`config.mk`:
```
export PLATFORM = sky130hd
export DESIGN_NAME = hse_regs
export DESIGN_NICKNAME = d
export VERILOG_FILES = /design/src/sv/hse_pkg.sv /design/src/sv/hse_regs.sv
export SDC_FILE = /design/constraint.sdc
export NUM_CORES = 1
export LEC_CHECK = 0
export BUFFER_PORTS_ARGS = -buffer_cell sky130_fd_sc_hd__buf_2
export CORE_UTILIZATION = 39
export CTS_BUF_LIST = sky130_fd_sc_hd__clkbuf_8
export DETAILED_ROUTE_END_ITERATION = 16
export GPL_ROUTABILITY_DRIVEN = 0
export HOLD_SLACK_MARGIN = 0.05
export PLACE_DENSITY = 0.95
export RECOVER_POWER = 100
export SLEW_MARGIN = 20
export SYNTH_ARGS = -nofsm -noshare
export SYNTH_HDL_FRONTEND = slang
export SYNTH_SLANG_ARGS = --single-unit
```
`constraint.sdc`:
```
create_clock -name clk -period 2.2 [get_ports clk]
set_input_delay 0.11 -clock clk [delete_from_list [all_inputs] [get_ports clk]]
set_output_delay 0.11 -clock clk [all_outputs]
set_load 0.005 [all_outputs]
```
`src/sv/hse_pkg.sv`:
```
// Package for the hostname scanner: sizes, character codes, register indexes,
// controller state encoding and the command/status structs.
// No dependencies; every other file imports it.
package hse_pkg;

    // Longest hostname that is stored and accepted.
    localparam int MAX_NAME = 253;
    localparam int NAME_W   = 8;
    localparam int WORDS    = (MAX_NAME + 3) / 4;
    localparam int WADDR_W  = $clog2(WORDS);
    localparam int LABEL_W  = 7;
    localparam int MAXL_W   = 6;
    localparam int ADDR_W   = 3;
    localparam int DATA_W   = 32;

    localparam logic [NAME_W-1:0]  MAX_NAME_V = NAME_W'(MAX_NAME);
    localparam logic [LABEL_W-1:0] LABEL_SAT  = 7'd127;
    localparam logic [7:0]         CHAR_DOT    = 8'h2E;
    localparam logic [7:0]         CHAR_HYPHEN = 8'h2D;
    localparam logic [NAME_W-1:0]  MIN_LEN_RESET   = 8'd6;
    localparam logic [MAXL_W-1:0]  MAX_LABEL_RESET = 6'd63;

    // Register indexes, selected by paddr bit 2.
    localparam logic REG_MIN_LEN   = 1'b0;
    localparam logic REG_MAX_LABEL = 1'b1;

    typedef enum logic [4:0] {
        S_IDLE = 5'b00001,
        S_RUN  = 5'b00010,
        S_DONE = 5'b00100,
        S_READ = 5'b01000,
        S_SEND = 5'b10000
    } state_t;

    typedef struct packed {
        logic fresh;       // accepted byte starts a new run
        logic in_run;      // accepted byte belongs to a run
        logic accept;      // a request is accepted this cycle
        logic emit_start;  // latch run length and rewind the word pointer
        logic nf_load;     // load the not-found result
        logic word_load;   // load the next hostname word
    } cmd_t;

    typedef struct packed {
        logic letter;
        logic host;
        logic run_ok;
        logic word_last;
    } stat_t;

    function automatic logic is_letter(input logic [7:0] c);
        return (c >= 8'h61 && c <= 8'h7A) || (c >= 8'h41 && c <= 8'h5A);
    endfunction

    function automatic logic is_host(input logic [7:0] c);
        return is_letter(c) || (c >= 8'h30 && c <= 8'h39) || c == CHAR_DOT
            || c == CHAR_HYPHEN;
    endfunction

endpackage

```
`src/sv/hse_regs.sv`:
```
// APB-style configuration registers: minimum name length and maximum label length.
// Depends on hse_pkg.
module hse_regs import hse_pkg::*;
(
    input  logic                clk,
    input  logic                rst_n,
    input  logic                psel,
    input  logic                penable,
    input  logic                pwrite,
    input  logic [ADDR_W-1:0]   paddr,
    input  logic [DATA_W-1:0]   pwdata,
    output logic [DATA_W-1:0]   prdata,
    output logic                pready,
    output logic [NAME_W-1:0]   min_len,
    output logic [MAXL_W-1:0]   max_label
);

    logic [NAME_W-1:0] min_len_reg;
    logic [MAXL_W-1:0] max_label_reg;
    logic              wr_en;

    assign pready = 1'b1;
    assign wr_en  = psel && penable && pwrite;

    always_ff @(posedge clk or negedge rst_n)
    begin
        if (!rst_n)
        begin
            min_len_reg   <= MIN_LEN_RESET;
            max_label_reg <= MAX_LABEL_RESET;
        end
        else if (wr_en)
        begin
            unique case (paddr[2])
                REG_MIN_LEN:   min_len_reg   <= pwdata[NAME_W-1:0];
                REG_MAX_LABEL: max_label_reg <= pwdata[MAXL_W-1:0];
                default:       ;
            endcase
        end
    end

    always_comb
    begin
        unique case (paddr[2])
            REG_MIN_LEN:   prdata = DATA_W'(min_len_reg);
            REG_MAX_LABEL: prdata = DATA_W'(max_label_reg);
            default:       prdata = '0;
        endcase
    end

    assign min_len   = min_len_reg;
    assign max_label = max_label_reg;

endmodule

```
==> results.py <==
metrics = {
    "floorplanning": {
        "start_util_pct": 42.0,
        "fp.dieH_um": 48.4,
        "io_pins": 87,
        "die_w_um": 48.4,
        "die_area_sq_mm": 0.00235,
        "rows": 16,
        "coreArea_sq_mm": 0.00200,
    },
    "route": {
        "highest_layer": "met4",
        "wl_met1_um": 581,
        "drt_iter0_markers": 0,
        "ant_nets": 0,
        "viasPerCell": 4.25,
        "wl_per_cell_um": 11.1,
        "vias": 552,
        "dr_wl_met2_um": 715,
        "wirelength_mm": 1.44,
        "drcViolationCount": 0,
        "dr_wl_met3_um": 102,
        "firstDrtPassIters": 1,
    },
    "global_routing": {
        "overflow": 0,
        "first_global_vias": 505,
        "grt_pass1_wl_mm": 2.35,
        "antenna_found_initial": 0,
        "grt_use_total_pct": 13.5,
        "grt_max_degree": 15,
    },
    "finish": {
        "antenna_cells": 0,
        "largest_register_ffs": 8,
        "syn_to_final_growth_pct": 15.9,
        "fin_nets": 144,
        "drive_gt1_share_pct": 52.4,
        "stdcell_count": 130,
    },
    "timing": {
        "setup_viol": 0,
        "tns_ns": 0,
        "final_max_slew_viol_count": 0,
        "tightest_slew_ns": 0.727,
        "finClkSkew_ns": 0,
        "period_share_pct": 56.0,
        "rsz0062_at_grt": "false",
        "max_freq_mhz": 811,
        "hold_violations": 0,
        "fin_crit_ns": 1.23,
        "max_slew_margin_pct": 51.5,
    },
    "logic_synthesis": {
        "ys_seq_area_share_pct": 42.9,
        "synth_top_family_by_area": "multiplexers",
        "netlist_area_sq_um": 841,
        "synth_edf_count": 0,
        "synth-xor-area-share_pct": 0,
        "yosysTopAreaCellShare_pct": 26.8,
        "yosysMostFrequentCell": "buf_4",
        "synthTopCellsByCount": "buf_4 (25), mux2_2 (20), dfstp_2 (8)",
        "yosys_warnings": 0,
        "syn_avg_cell_area_sq_um": 12.7,
        "ys_seq_elements": 14,
        "syn-instance-count": 66,
        "synth_compound_gate_area_share_pct": 0,
        "synth-main-ff-cell": "dfstp_2",
        "yosysUniqueCellTypes": 9,
        "synth-simple-area-share_pct": 5.80,
        "synth_top_cell_by_area": "mux2_2",
        "synthMuxAreaShare_pct": 26.8,
        "ys_top_cells_by_area": "mux2_2 (27%), dfstp_2 (25%), buf_4 (22%), dfrtp_1 (18%), nand4b_4 (2.8%)",
        "synthArstFlopShare_pct": 100,
        "synthAdderAreaFrac_pct": 0,
    },
    "clocking": {
        "clk_pin_slew_ns": 0.05,
        "cts.root.buffer_cell": "clkbuf_8",
        "clock-sinks": 14,
        "h-tree-depth": 1,
        "tritoncts": "done",
        "max-clock-path-buffers": 2,
        "clk_latency_ns": 0.25,
        "numCtsBuffers": 3,
        "cts_setup_buffers": 0,
    },
    "critical_path": {
        "worstSetupStartpointType": "input port",
        "crit_fanout": 10,
        "crit_type": "input port to flip-flop",
        "rr_endpoint": "min_len[5]",
        "timing.rr.start": "min_len[5]",
        "endpoint_kind": "flip-flop",
        "r2r_setup_slack_ns": 1.43,
        "rr_worst_depth": 1,
        "required_ns": 2.33,
        "arrival_ns": 1.36,
        "cp-startpoint": "paddr[2]",
    },
    "outcome": {
        "outcome": "completed",
    },
    "placed_design": {
        "portBuffers": 35,
        "dp.cells": 125,
    },
    "hold_path": {
        "whs_endpoint": "min_len[7]",
        "min_from": "pwdata[7]",
        "hold_path_depth": 2,
        "hold_class": "input port to flip-flop",
    },
    "pwr": {
        "finalPower_mw": 0.835,
        "peakVddDrop_mv": 0.402,
        "leakage_nw": 0.489,
        "power_density_mw_per_mm2": 857,
    },
    "flow_run": {
        "max_cap_violations": 0,
    },
}
cell type report:
type                    count  area (sq um)
clock buffers               4          55.1
fillers                   209          1030
multi-input cells          49           347
flip-flops and latches     14           360
well taps                  27          33.8
repair buffers             36           179
critical path, stage by stage:
cell      delay [ns]
clkbuf_1        0.24
nand4b_1        0.57
mux2_2          0.43
how the worst max path moves through the flow:
stage               slack, ns  cells after the start            to
floorplan                1.34                      3    min_len[0]
global placement         1.12                      3    min_len[7]
detailed placement       1.08                      3    min_len[5]
CTS                      1.05                      2     prdata[1]
global route             0.81                      3  max_label[1]
finish                   0.97                      3    min_len[6]
repair_timing:
action                    CTS  global route
hold endpoints to repair   14             0
hold buffers                1             0
resized for setup           0             0
metal layers:
| layer | global-route usage [%] | vias up |
|---|---|---|
| met4 | 10.3 | 0 |
| met3 | 3.46 | 5 |
| met1 | 15.0 | 261 |
| met2 | 22.1 | 43 |
| li1 | - | 243 |
| met5 | 0 | - |
placed cells by master, fill, tap and decap left out:
cell type and count:
nor2b_1 2, clkbuf_1 5, clkbuf_2 1, conb_1 25, clkbuf_8 4, nand4_1 1, dlygate4sd3_1 1, dfstp_1 8
nand4b_1 1, dfrtp_1 6, buf_2 29, mux2_2 20
cell families (layout without fill, tap and decap cells):
kind of cell | count (synthesis) | count (layout)
other cells | 2 | 25
mux | 20 | 20
flops | 14 | 14
simple gates | 4 | 4
buf+inv | 26 | 40
where the power goes:
| group | leakage, nW | internal (mW) | switching [mW] | total [mW] |
|---|---|---|---|---|
| registers | 0.152 | 0.329 | 0.0379 | 0.366 |
| clock network | 0.0288 | 0.159 | 0.0930 | 0.252 |
| logic | 0.307 | 0.129 | 0.0879 | 0.217 |
| total | 0.489 | 0.617 | 0.219 | 0.835 |
through the flow:
stage / cell area, sq um / setup slack (ns) / util, % / hold WS (ns)
2_1_floorplan: 927 / 1.34 / - / -0.186
3_3_place_gp: 937 / 1.12 / 46.8 / 0.0115
3_5_place_dp: 937 / 1.08 / 46.8 / 0.0204
4_1_cts: 1000 / 1.05 / 50.1 / 0.0936
5_1_grt: 975 / 0.812 / 48.7 / 0.100
6_report: 975 / 0.968 / 48.7 / 0.0995
No activity file was read; power rests on OpenSTA's default activity.
