File: config.mk
export PLATFORM = sky130hd
export DESIGN_NAME = hse_ctrl
export DESIGN_NICKNAME = d
export VERILOG_FILES = /design/src/sv/hse_pkg.sv /design/src/sv/hse_ctrl.sv
export SDC_FILE = /design/constraint.sdc
export NUM_CORES = 1
export LEC_CHECK = 0
export BUFFER_PORTS_ARGS = -buffer_cell sky130_fd_sc_hd__buf_2
export CORE_MARGIN = 4
export CORE_UTILIZATION = 42
export DETAILED_ROUTE_END_ITERATION = 8
export PLACE_DENSITY = 0.67
export RECOVER_POWER = 50
export SYNTH_ARGS = -nofsm -noshare
export SYNTH_HDL_FRONTEND = slang
export SYNTH_SLANG_ARGS = --single-unit
File: constraint.sdc
create_clock -name clk -period 1.7 [get_ports clk]
set_input_delay 0.085 -clock clk [delete_from_list [all_inputs] [get_ports clk]]
set_output_delay 0.085 -clock clk [all_outputs]
set_load 0.01 [all_outputs]
File: src/sv/hse_pkg.sv
// Package for the hostname scanner: sizes, character codes, register indexes,
// controller state encoding and the command/status structs.
// No dependencies; every other file imports it.
package hse_pkg;

    // Longest hostname that is stored and accepted.
    localparam int MAX_NAME = 253;
    localparam int NAME_W   = 8;
    localparam int WORDS    = (MAX_NAME + 3) / 4;
    localparam int WADDR_W  = $clog2(WORDS);
    localparam int LABEL_W  = 7;
    localparam int MAXL_W   = 6;
    localparam int ADDR_W   = 3;
    localparam int DATA_W   = 32;

    localparam logic [NAME_W-1:0]  MAX_NAME_V = NAME_W'(MAX_NAME);
    localparam logic [LABEL_W-1:0] LABEL_SAT  = 7'd127;
    localparam logic [7:0]         CHAR_DOT    = 8'h2E;
    localparam logic [7:0]         CHAR_HYPHEN = 8'h2D;
    localparam logic [NAME_W-1:0]  MIN_LEN_RESET   = 8'd6;
    localparam logic [MAXL_W-1:0]  MAX_LABEL_RESET = 6'd63;

    // Register indexes, selected by paddr bit 2.
    localparam logic REG_MIN_LEN   = 1'b0;
    localparam logic REG_MAX_LABEL = 1'b1;

    typedef enum logic [4:0] {
        S_IDLE = 5'b00001,
        S_RUN  = 5'b00010,
        S_DONE = 5'b00100,
        S_READ = 5'b01000,
        S_SEND = 5'b10000
    } state_t;

    typedef struct packed {
        logic fresh;       // accepted byte starts a new run
        logic in_run;      // accepted byte belongs to a run
        logic accept;      // a request is accepted this cycle
        logic emit_start;  // latch run length and rewind the word pointer
        logic nf_load;     // load the not-found result
        logic word_load;   // load the next hostname word
    } cmd_t;

    typedef struct packed {
        logic letter;
        logic host;
        logic run_ok;
        logic word_last;
    } stat_t;

    function automatic logic is_letter(input logic [7:0] c);
        return (c >= 8'h61 && c <= 8'h7A) || (c >= 8'h41 && c <= 8'h5A);
    endfunction

    function automatic logic is_host(input logic [7:0] c);
        return is_letter(c) || (c >= 8'h30 && c <= 8'h39) || c == CHAR_DOT
            || c == CHAR_HYPHEN;
    endfunction

endpackage

File: src/sv/hse_ctrl.sv
// Controller: scan phase and emission sequencing, input/output handshakes.
// Depends on hse_pkg; drives the hse_dp datapath through cmd_t.
module hse_ctrl import hse_pkg::*;
(
    input  logic  clk,
    input  logic  rst_n,
    input  logic  in_valid,
    input  logic  buffer_end,
    output logic  in_ready,
    output logic  out_valid,
    input  logic  out_ready,
    input  stat_t stat,
    output cmd_t  cmd
);

    state_t state_reg, state_next;
    logic   ret_done_reg, ret_done_next;
    logic   out_valid_reg, out_valid_next;
    logic   slot_free;
    logic   scanning;

    assign slot_free = !out_valid_reg || out_ready;
    assign scanning  = (state_reg == S_IDLE) || (state_reg == S_RUN) || (state_reg == S_DONE);
    assign in_ready  = scanning && slot_free;
    assign out_valid = out_valid_reg;

    always_comb
    begin
        cmd            = '0;
        cmd.accept     = in_valid && in_ready;
        cmd.fresh      = (state_reg == S_IDLE) && stat.letter;
        cmd.in_run     = cmd.fresh || (state_reg == S_RUN);
        state_next     = state_reg;
        ret_done_next  = ret_done_reg;

        unique case (state_reg)
            S_IDLE, S_RUN:
            begin
                if (cmd.accept)
                begin
                    if (cmd.in_run && stat.host && !buffer_end)
                    begin
                        state_next = S_RUN;
                    end
                    else if (cmd.in_run && stat.run_ok)
                    begin
                        cmd.emit_start = 1'b1;
                        ret_done_next  = !buffer_end;
                        state_next     = S_READ;
                    end
                    else
                    begin
                        cmd.nf_load = buffer_end;
                        state_next  = S_IDLE;
                    end
                end
            end
            S_DONE:
            begin
                if (cmd.accept && buffer_end)
                begin
                    state_next = S_IDLE;
                end
            end
            S_READ:
            begin
                state_next = S_SEND;
            end
            S_SEND:
            begin
                if (slot_free)
                begin
                    cmd.word_load = 1'b1;
                    if (stat.word_last)
                    begin
                        state_next = ret_done_reg ? S_DONE : S_IDLE;
                    end
                    else
                    begin
                        state_next = S_READ;
                    end
                end
            end
            default:
            begin
                state_next = S_IDLE;
            end
        endcase

        if (cmd.nf_load || cmd.word_load)
        begin
            out_valid_next = 1'b1;
        end
        else
        begin
            out_valid_next = out_valid_reg && !out_ready;
        end
    end

    always_ff @(posedge clk or negedge rst_n)
    begin
        if (!rst_n)
        begin
            state_reg     <= S_IDLE;
            ret_done_reg  <= 1'b0;
            out_valid_reg <= 1'b0;
        end
        else
        begin
            state_reg     <= state_next;
            ret_done_reg  <= ret_done_next;
            out_valid_reg <= out_valid_next;
        end
    end

endmodule

==> reports/results.tsv <==
stage	metric	value	unit
global_route	gr-total-overflow	0	
sta	fin_skew	0.00859	ns
die	rows	12	
cells_and_area	final_common_cell	buf_4	
sta	finalWorstSetupSlack	-0.119	ns
setup_path	r2r_slack	-0.06	ns
yosys	synthArstFlopShare	1.00	
placed_design	io_buffers	16	
die	core-area	0.00119	mm²
pwr	clkPwrFrac	0.119	
yosys	yosys.cell_types.count	37	
yosys	avgSynthCellArea	8.40	µm²
cells_and_area	drive_gt1_frac	0.519	
setup_path	setup.worst_path.start_class	flop	
sta	rsz0062_at_grt	yes	
drt	drtPass1Iterations	4	
pwr	intPower	0.000806	W
setup_path	r2r-start	state_reg[4]	
sta	setup_viol	8	
setup_path	worstSetupPathType	reg2out	
setup_path	arrival	1.73	ns
sta	clock.fmax	550	MHz
drt	dr.first_iter.drc_count	21	
drt	routedWlPerCell	17.6	µm
yosys	synth-seq-area-share	0.313	
pwr	pwr-share-comb	0.672	
drt	drtAntennaViolNets	0	
flow_run	maxCapViolCount	0	
global_route	antenna_found_initial	0	
placed_design	place_ws	-0.130	ns
sta	min_period	1.82	ns
pwr	leakage	0.442	nW
yosys	synthFlopType	dfrtp_1	
cells_and_area	n_antenna_cell	0	
yosys	synth.net_count	76	
cells_and_area	syn_to_final_growth	66.7	%
sta	hold_viol	0	
clock_tree	clockBufferDepth	2	
clock_tree	insertion_delay	0.27	ns
pwr	p_seq_frac	0.209	
global_route	grt_use_total	0.232	
clock_tree	cts_buffers	3	
clock_tree	cts-root-buf	clkbuf_4	
cells_and_area	nFillCells	85	
setup_path	cp-end-kind	output port	
status	status	finished, violations left	
drt	dr_total_vias	695	
yosys	synth_edf_count	0	
die	die_area	0.00199	mm²
sta	slew_violations	0	
yosys	netlist_instances	67	
cells_and_area	largest_reg_flops	5	
hold_path	hold_class	in2reg	
sta	fin_crit_sh	1.07	
sta	worstMarginPinSlew	0.520	ns
hold_path	hp-start	buffer_end	
setup_path	path_cells	or3_4 -> a211o_1 -> buf_6 -> nor4_4 -> buf_2	
placed_design	gp_congestion	0.909	
die	initial_core_util	0.475	
hold_path	hold_path_end	ret_done_reg	
yosys	syn_area	563	µm²
setup_path	max_stage_delay	0.39	ns
clock_tree	cts.sinks	7	
setup_path	timing.rr.end	state_reg[3]	
status	violations	negative setup slack	
pwr	switching_share	0.420	
placed_design	dp_hpwl	1.26	mm
drt	via_per_inst	5.79	
placed_design	dpl_cell_area	727	µm²
global_route	grt_pass1_vias	702	
clock_tree	h-tree-depth	1	
hold_path	whs_path_depth	2	
cells_and_area	final_area	938	µm²
drt	wl	2.11	mm
clock_tree	path_clk_slew	0.06	ns
global_route	grt_max_degree	8	
setup_path	crit_fanout	3	
setup_path	reg2reg_depth	6	
sta	holdWs	0.0394	ns
pwr	ir_drop	0.000954	V
cells_and_area	final_nets	116	
pwr	p_sw	0.000583	W
sta	slew_headroom	0.652	
yosys	yosysWarningCount	0	
cells_and_area	final_cell_mix	buf_4 (18), buf_2 (14), nor2b_1 (6)	
die	fp.dieW	44.6	µm
yosys	ys_ff_latch	7	
die	die_y	44.6	µm
drt	drc	0	
die	ioPinCount	17	
global_route	grt_pass1_wl	3.33	mm
clock_tree	cts_tree	yes	
pwr	p_per_area	1480	mW/mm²
setup_path	crit_slowest_cell	or3_4	
setup_path	crit_required	1.62	ns
==> worst max-delay path by stage <==
stage | slack [ns] | end | startpoint | cells past startpoint
after detailed placement | -0.13 | state_reg[1] | state_reg[0] | 4
after global placement | -0.15 | state_reg[1] | state_reg[0] | 4
after CTS | -0.14 | cmd[2] | state_reg[3] | 5
after floorplan | -0.11 | out_valid | state_reg[3] | 5
final | -0.12 | cmd[2] | state_reg[3] | 5
after global routing | -0.18 | in_ready | state_reg[4] | 6
==> power by group through the flow <==
| stage | Clock, W | Combinational [W] | Sequential (W) |
|---|---|---|---|
| 6_report | 0.000165 | 0.000933 | 0.000290 |
| 3_3_place_gp | 0 | 0.000577 | 0.000285 |
| 5_1_grt | 0.000178 | 0.00101 | 0.000299 |
| 4_1_cts | 0.000166 | 0.000829 | 0.000277 |
| 2_1_floorplan | 0 | 0.000400 | 0.000245 |
| 3_5_place_dp | 0 | 0.000585 | 0.000285 |
==> worst max-delay path, delay by kind of cell, from the launching register on <==
| kind | cells | cell delay, ns |
|---|---|---|
| simple gates | 2 | 0.51 |
| compound gates | 1 | 0.27 |
| buf+inv | 2 | 0.31 |
| flops | 1 | 0.38 |
==> synthesized netlist by cell type (2+ instances only) <==
library cell	number	share of area
dfrtp_1	6	0.27
nor2b_1	6	0.067
nor2_1	5	0.033
nand2_1	4	0.027
nor3_1	4	0.036
and2_1	3	0.033
nand2b_1	3	0.033
nor4_1	3	0.033
a21oi_1	2	0.018
inv_1	2	0.013
nand3_1	2	0.018
nand3b_1	2	0.027
==> cell families after synthesis <==
logic type | after synthesis | synth area share
buffers and inverters | 6 | 0.0555
multiplexers | 1 | 0.0178
AND/OR/NAND/NOR | 37 | 0.400
XOR/XNOR | 1 | 0.0156
AO/OA/AOI/OAI | 15 | 0.198
flip-flops | 7 | 0.313
==> through the flow <==
stage	setup TNS, ns	total power [W]	instances	util
global route	-1.21	0.00148	120	0.791
finish	-0.488	0.00139	120	0.791
detailed placement	-0.271	0.000871	105	0.613
floorplan	-0.114	0.000645	67	-
global placement	-0.227	0.000862	105	0.613
CTS	-0.232	0.00127	118	0.739
==> routing by layer <==
metal,part of all wire,track usage,up-vias
met5,0,0,-
met4,0.021,0.127,0
met3,0.048,0.0366,7
met2,0.52,0.387,28
met1,0.41,0.281,334
li1,-,-,326
==> layout make-up <==
type / instances / area [µm²] / area share
Multi-Input combinational cell: 54 / 433 / 0.461
Timing Repair Buffer: 39 / 275 / 0.293
Sequential cell: 7 / 178 / 0.189
Clock buffer: 3 / 22.5 / 0.0240
Tap cell: 14 / 17.5 / 0.0187
Inverter: 2 / 7.51 / 0.00800
Clock inverter: 1 / 5.00 / 0.00533
==> timing repair <==
action	in CTS	in global routing
hold endpoints to repair	7	0
hold buffers	1	0
pin swaps	6	5
endpoints found under the setup margin	8	10
cloned	0	0
gates resized for setup	9	10
buffers inserted	8	3
Note: power is estimated with default switching activity, not from simulation.
