==> config.mk <==
export PLATFORM = sky130hd
export DESIGN_NAME = hse_dp
export DESIGN_NICKNAME = d
export VERILOG_FILES = /design/src/sv/hse_pkg.sv /design/src/sv/hse_dp.sv
export SDC_FILE = /design/constraint.sdc
export NUM_CORES = 2
export LEC_CHECK = 0
export ABC_AREA = 0
export BUFFER_PORTS_ARGS = -buffer_cell sky130_fd_sc_hd__buf_2
export CAP_MARGIN = 20
export CORE_ASPECT_RATIO = 0.5
export CORE_UTILIZATION = 45
export CTS_CLUSTER_DIAMETER = 30
export DETAILED_ROUTE_END_ITERATION = 7
export SYNTH_ARGS = -nofsm -noshare
export SYNTH_HDL_FRONTEND = slang
export SYNTH_SLANG_ARGS = --single-unit
==> constraint.sdc <==
create_clock -name clk -period 10.8 [get_ports clk]
set_clock_uncertainty 0.05 [all_clocks]
set_input_delay 3.24 -clock clk [delete_from_list [all_inputs] [get_ports clk]]
set_output_delay 3.24 -clock clk [all_outputs]
set_load 0.05 [all_outputs]
==> src/sv/hse_pkg.sv <==
// Package for the hostname scanner: sizes, character codes, register indexes,
// controller state encoding and the command/status structs.
// No dependencies; every other file imports it.
package hse_pkg;

    // Longest hostname that is stored and accepted.
    localparam int MAX_NAME = 253;
    localparam int NAME_W   = 8;
    localparam int WORDS    = (MAX_NAME + 3) / 4;
    localparam int WADDR_W  = $clog2(WORDS);
    localparam int LABEL_W  = 7;
    localparam int MAXL_W   = 6;
    localparam int ADDR_W   = 3;
    localparam int DATA_W   = 32;

    localparam logic [NAME_W-1:0]  MAX_NAME_V = NAME_W'(MAX_NAME);
    localparam logic [LABEL_W-1:0] LABEL_SAT  = 7'd127;
    localparam logic [7:0]         CHAR_DOT    = 8'h2E;
    localparam logic [7:0]         CHAR_HYPHEN = 8'h2D;
    localparam logic [NAME_W-1:0]  MIN_LEN_RESET   = 8'd6;
    localparam logic [MAXL_W-1:0]  MAX_LABEL_RESET = 6'd63;

    // Register indexes, selected by paddr bit 2.
    localparam logic REG_MIN_LEN   = 1'b0;
    localparam logic REG_MAX_LABEL = 1'b1;

    typedef enum logic [4:0] {
        S_IDLE = 5'b00001,
        S_RUN  = 5'b00010,
        S_DONE = 5'b00100,
        S_READ = 5'b01000,
        S_SEND = 5'b10000
    } state_t;

    typedef struct packed {
        logic fresh;       // accepted byte starts a new run
        logic in_run;      // accepted byte belongs to a run
        logic accept;      // a request is accepted this cycle
        logic emit_start;  // latch run length and rewind the word pointer
        logic nf_load;     // load the not-found result
        logic word_load;   // load the next hostname word
    } cmd_t;

    typedef struct packed {
        logic letter;
        logic host;
        logic run_ok;
        logic word_last;
    } stat_t;

    function automatic logic is_letter(input logic [7:0] c);
        return (c >= 8'h61 && c <= 8'h7A) || (c >= 8'h41 && c <= 8'h5A);
    endfunction

    function automatic logic is_host(input logic [7:0] c);
        return is_letter(c) || (c >= 8'h30 && c <= 8'h39) || c == CHAR_DOT
            || c == CHAR_HYPHEN;
    endfunction

endpackage

==> src/sv/hse_dp.sv <==
// Datapath: run tracking, hostname byte store, word readout and result register.
// Depends on hse_pkg; commanded by hse_ctrl.
module hse_dp import hse_pkg::*;
(
    input  logic              clk,
    input  logic              rst_n,
    input  cmd_t              cmd,
    input  logic [7:0]        data_byte,
    input  logic [NAME_W-1:0] min_len,
    input  logic [MAXL_W-1:0] max_label,
    output stat_t             stat,
    output logic [31:0]       name_bytes,
    output logic [2:0]        byte_count,
    output logic [NAME_W-1:0] name_length,
    output logic              found,
    output logic              run_last
);

    logic [NAME_W-1:0]  rl_reg, cur_rl, new_rl, ev_rl;
    logic [LABEL_W-1:0] ll_reg, cur_ll, new_ll, ev_ll;
    logic               dot_reg, cur_dot, new_dot, ev_dot;
    logic               fault_reg, cur_fault, new_fault, ev_fault;
    logic               punct_reg, cur_punct, ev_punct;
    logic               host, is_dot, is_punct, upd;
    logic [LABEL_W-1:0] max_label_x;

    logic [31:0]        mem [WORDS];
    logic [31:0]        rd_data_reg;
    logic [WADDR_W-1:0] ptr_reg;
    logic [NAME_W-1:0]  emit_len_reg;
    logic [NAME_W-1:0]  remain;
    logic [2:0]         word_cnt;
    logic [31:0]        word_masked;

    logic [31:0]        name_bytes_reg;
    logic [2:0]         byte_count_reg;
    logic [NAME_W-1:0]  name_length_reg;
    logic               found_reg;
    logic               run_last_reg;

    assign host        = is_host(data_byte);
    assign is_dot      = (data_byte == CHAR_DOT);
    assign is_punct    = is_dot || (data_byte == CHAR_HYPHEN);
    assign max_label_x = LABEL_W'(max_label);
    assign upd         = cmd.accept && cmd.in_run && host;

    // A new run starts from cleared state.
    always_comb
    begin
        cur_rl    = cmd.fresh ? '0 : rl_reg;
        cur_ll    = cmd.fresh ? '0 : ll_reg;
        cur_dot   = cmd.fresh ? 1'b0 : dot_reg;
        cur_fault = cmd.fresh ? 1'b0 : fault_reg;
        cur_punct = cmd.fresh ? 1'b0 : punct_reg;

        new_rl    = (cur_rl <= MAX_NAME_V) ? cur_rl + 1'b1 : cur_rl;
        new_dot   = cur_dot || is_dot;
        new_fault = cur_fault
                 || (is_dot && (cur_ll == '0 || cur_ll > max_label_x));
        if (is_dot)
        begin
            new_ll = '0;
        end
        else if (cur_ll < LABEL_SAT)
        begin
            new_ll = cur_ll + 1'b1;
        end
        else
        begin
            new_ll = cur_ll;
        end

        ev_rl    = host ? new_rl    : cur_rl;
        ev_ll    = host ? new_ll    : cur_ll;
        ev_dot   = host ? new_dot   : cur_dot;
        ev_fault = host ? new_fault : cur_fault;
        ev_punct = host ? is_punct  : cur_punct;
    end

    assign stat.letter = is_letter(data_byte);
    assign stat.host   = host;
    assign stat.run_ok = (ev_rl >= min_len) && (ev_rl <= MAX_NAME_V) && !ev_punct
                      && ev_dot && !ev_fault && (ev_ll != '0) && (ev_ll <= max_label_x);

    always_ff @(posedge clk or negedge rst_n)
    begin
        if (!rst_n)
        begin
            rl_reg    <= '0;
            ll_reg    <= '0;
            dot_reg   <= 1'b0;
            fault_reg <= 1'b0;
            punct_reg <= 1'b0;
        end
        else if (upd)
        begin
            rl_reg    <= new_rl;
            ll_reg    <= new_ll;
            dot_reg   <= new_dot;
            fault_reg <= new_fault;
            punct_reg <= is_punct;
        end
    end

    // Byte store: one lane written per run byte below MAX_NAME, one word read a cycle.
    always_ff @(posedge clk)
    begin
        if (upd && cur_rl < MAX_NAME_V)
        begin
            mem[cur_rl[WADDR_W+1:2]][cur_rl[1:0]*8 +: 8] <= data_byte;
        end
        rd_data_reg <= mem[ptr_reg];
    end

    always_ff @(posedge clk or negedge rst_n)
    begin
        if (!rst_n)
        begin
            ptr_reg <= '0;
        end
        else if (cmd.emit_start)
        begin
            ptr_reg <= '0;
        end
        else if (cmd.word_load)
        begin
            ptr_reg <= ptr_reg + 1'b1;
        end
    end

    always_ff @(posedge clk)
    begin
        if (cmd.emit_start)
        begin
            emit_len_reg <= ev_rl;
        end
    end

    assign remain         = emit_len_reg - NAME_W'({ptr_reg, 2'b00});
    assign stat.word_last = (remain <= NAME_W'(4));
    assign word_cnt       = stat.word_last ? remain[2:0] : 3'd4;

    always_comb
    begin
        for (int j = 0; j < 4; j++)
        begin
            word_masked[j*8 +: 8] = (word_cnt > 3'(j)) ? rd_data_reg[j*8 +: 8] : 8'h00;
        end
    end

    always_ff @(posedge clk)
    begin
        if (cmd.word_load)
        begin
            name_bytes_reg  <= word_masked;
            byte_count_reg  <= word_cnt;
            name_length_reg <= emit_len_reg;
            found_reg       <= 1'b1;
            run_last_reg    <= stat.word_last;
        end
        else if (cmd.nf_load)
        begin
            name_bytes_reg  <= '0;
            byte_count_reg  <= '0;
            name_length_reg <= '0;
            found_reg       <= 1'b0;
            run_last_reg    <= 1'b1;
        end
    end

    assign name_bytes  = name_bytes_reg;
    assign byte_count  = byte_count_reg;
    assign name_length = name_length_reg;
    assign found       = found_reg;
    assign run_last    = run_last_reg;

endmodule

==> results.toml <==
[clock_tree]
post_cts_buffers = 0
cts_made_buffers = 305
cts_tree = "built"
clk_pin_slew_worst_paths_ns = 0.06
hold_buffers = 0
clockBufferDepth = 4
cts_sinks = 2157
clock_latency_ns = 0.92
cts-htree-levels = 5
ctsResizeCount = 0
ctsRootBufferMaster = "clkbuf_16"

[route]
detail-route-antenna-nets = 0
first_iter_violations = 5216
viasPerCell = 6.014
detail_route.wl_per_cell_um = 32.52
drt_first_pass_iters = 8
route.vias.total = 40718
drc = 4
routed_wl_um = 220200

[worst_setup_path]
critPathKind = "input pin to output pin"
cp_cell_sequence = "buf_2 > inv_2 > nand2_1 > ha_1 > or2_2 > o2111a_1 > nand3_1 > nor2_1 > o21bai_1 > ha_1 > nor4_1 > nor4_1 > o211ai_1 > a21oi_1 > nand4_1 > a211oi_1 > buf_12"
cp-start-kind = "input pin"
slowest_delay_ns = 0.51
cp.depth = 17
cp_num_buf_inv = 3
cp.arrival_ns = 7.02
crit_fanout = 15
cp_slowest_cell = "a211oi_1"
crit_start = "cmd[5]"
r2r_end = "rd_data_reg[20]"
end_kind = "output pin"
regToRegStartpoint = "ptr_reg[0]"
endpoint = "stat[1]"
regToRegSetupSlack_ns = 5.51
path_delay_family = "compound AO/OA/AOI/OAI gates"
r2r_cells = 6
crit_required_ns = 7.51

[layout]
syn_to_final_growth_pct = 16.03
most-common-layout-cells = "2100 x edfxtp_1, 672 x mux4_2, 313 x clkbuf_16, 291 x nor2_1, 107 x nand2_1"
largest_register_ffs = 2048
finish.utilization = 0.5299
fin_nets = 4105
final_common_cell = "edfxtp_1"
fillCellCount = 14007
drive_above_1_share = 0.3197
postLayoutCellArea_mm2 = 0.09788

[timing]
finalHoldViolCount = 0
finalCriticalPeriod_ns = 10.31
max_freq_mhz = 97.01
final.setup.tns_ns = 0
worst_slew_pin_slew_ns = 1.176
setup_violations = 0
rsz0062_at_grt = "no"
min_period_over_period = 0.9545
setup_slack_ns = 0.4913
relSlewSlack = 0.2111
slew_viol_final = 0
whs_ns = 0.4105

[pwr]
ir_drop_uv = 177.6
switchingPower_mw = 4.724
seq_power_share = 0.455
intPower_mw = 16.03
p_sw_frac = 0.2276
powerDensity_mw_per_mm2 = 212.0
clkPwrFrac = 0.477
p_leak_nw = 30.59
combPwrFrac = 0.068

[grt]
antenna_found_initial = 37
grt_pass1_vias = 40593
grt_max_degree = 153
met1_usage = 0.3383
met2_usage = 0.3373
grt_pass1_wl_um = 310200
grt_overflow = 0
groute.usage.overall = 0.2341
gr-usage-met3 = 0.08126
grt-busiest-layer = "met1"

[floorplanning]
core-area_mm2 = 0.1847
initial_core_util = 0.4567
die_y_um = 308.2
num_rows = 111
io_pins = 79
die_x_um = 614.3
die-area_mm2 = 0.1893

[placement]
port_buffers = 78
place_ws_ns = 0.6654
placedInstanceArea_mm2 = 0.08764
hpwl_um = 134900
gp_congestion = 0.8729

[yosys]
synth_adder_area_share = 0.005280
synth_cell_type_count = 67
synthesis.area_mm2 = 0.08436
synth_top_family_by_area = "multiplexers"
ys.flop_type = "edfxtp_1"
synth_fp_nets = 3856
yosys-mux-area-fraction = 0.1799
ys_seq_area_frac = 0.7624
synth_edf_count = 2100
async_flop_share = 0.01113
synthCells = 3791
synth_area_per_cell_um2 = 22.25
synthXorXnorAreaFrac = 0.001661
synth_compound_area_frac = 0.009833
synth-simple-area-share = 0.02822
yosysWarningCount = 0
ys_seq_elements = 2157

[worst_hold_path]
hold_class = "register to register"

[job]
maxCapViolCount = 0

[run_status]
status = "finished with violations"
violations = "DRC"
[worst min-delay path by stage]
stage	startpoint	to	slack, ns	depth (start not counted)
after floorplan	punct_reg	punct_reg	0.39	2
final	found	found	0.41	2
after CTS	found	found	0.42	2
after detailed placement	found	found	0.41	2
after global routing	found	found	0.49	2
after global placement	found	found	0.40	2
[per-layer routing]
layer / part of all wire / vias to the layer above
li1: - / 16516
met1: 0.42 / 21871
met2: 0.44 / 1898
met3: 0.11 / 397
met4: 0.027 / 36
met5: 0.0012 / -
[worst reg2reg max path, delay by kind of cell, from the launching register on]
kind,cells,cell delay [ns]
buf+inv,3,2.43
flops,1,0.93
mux,3,1.74
[power by group through the flow]
| stage | combinational, mW | sequential (mW) | clock, mW |
|---|---|---|---|
| 2_1_floorplan | 0.840 | 9.63 | 0 |
| 3_3_place_gp | 1.38 | 9.61 | 0 |
| 3_5_place_dp | 1.41 | 9.61 | 0 |
| 4_1_cts | 1.41 | 9.44 | 10.0 |
| 5_1_grt | 1.48 | 9.44 | 10.3 |
| 6_report | 1.41 | 9.44 | 9.91 |
[cell type report]
cell class	count	area, µm²	share of cell area
antenna	12	30.03	0.0003068
timing repair buffer	149	1033	0.01056
multi-input combinational	1386	19040	0.1945
clock buffer	345	8033	0.08206
clock inverter	195	2141	0.02187
inverter	41	161.4	0.001649
sequential	2157	64340	0.6573
tap	2486	3110	0.03178
[stage by stage]
step / instances / power [mW]
final: 6771 / 20.75
after CTS: 6757 / 20.85
after global routing: 6760 / 21.26
after global placement: 6216 / 10.99
after detailed placement: 6217 / 11.02
after floorplan: 3791 / 10.47
[cells in the mapped netlist (6+ instances only)]
master | n | area share
nand2_1 | 110 | 0.0049
ha_1 | 34 | 0.0050
o21ai_0 | 14 | 0.00083
and3_1 | 8 | 0.00059
mux4_2 | 672 | 0.18
buf_1 | 21 | 0.00093
dfxtp_1 | 33 | 0.0078
inv_2 | 6 | 0.00027
nor3_1 | 12 | 0.00071
a21oi_1 | 17 | 0.0010
and2_1 | 54 | 0.0040
xnor2_1 | 14 | 0.0015
a211oi_1 | 6 | 0.00053
dfrtp_1 | 24 | 0.0071
nand3_1 | 9 | 0.00053
clkbuf_1 | 101 | 0.0045
edfxtp_1 | 2100 | 0.75
buf_2 | 79 | 0.0047
o21ai_1 | 13 | 0.00077
o211a_1 | 8 | 0.00095
nand2b_1 | 8 | 0.00059
nor2b_1 | 11 | 0.00082
a31oi_1 | 9 | 0.00067
nand4_1 | 11 | 0.00082
o311a_1 | 8 | 0.00095
inv_1 | 35 | 0.0016
nor2_1 | 291 | 0.013
[cell families after synthesis]
logic type / after synthesis
buf+inv: 248
fa+ha+maj: 35
flops: 2157
mux: 676
compound gates: 119
simple gates: 540
xor+xnor: 16
Note: power is estimated with default switching activity, not from simulation.
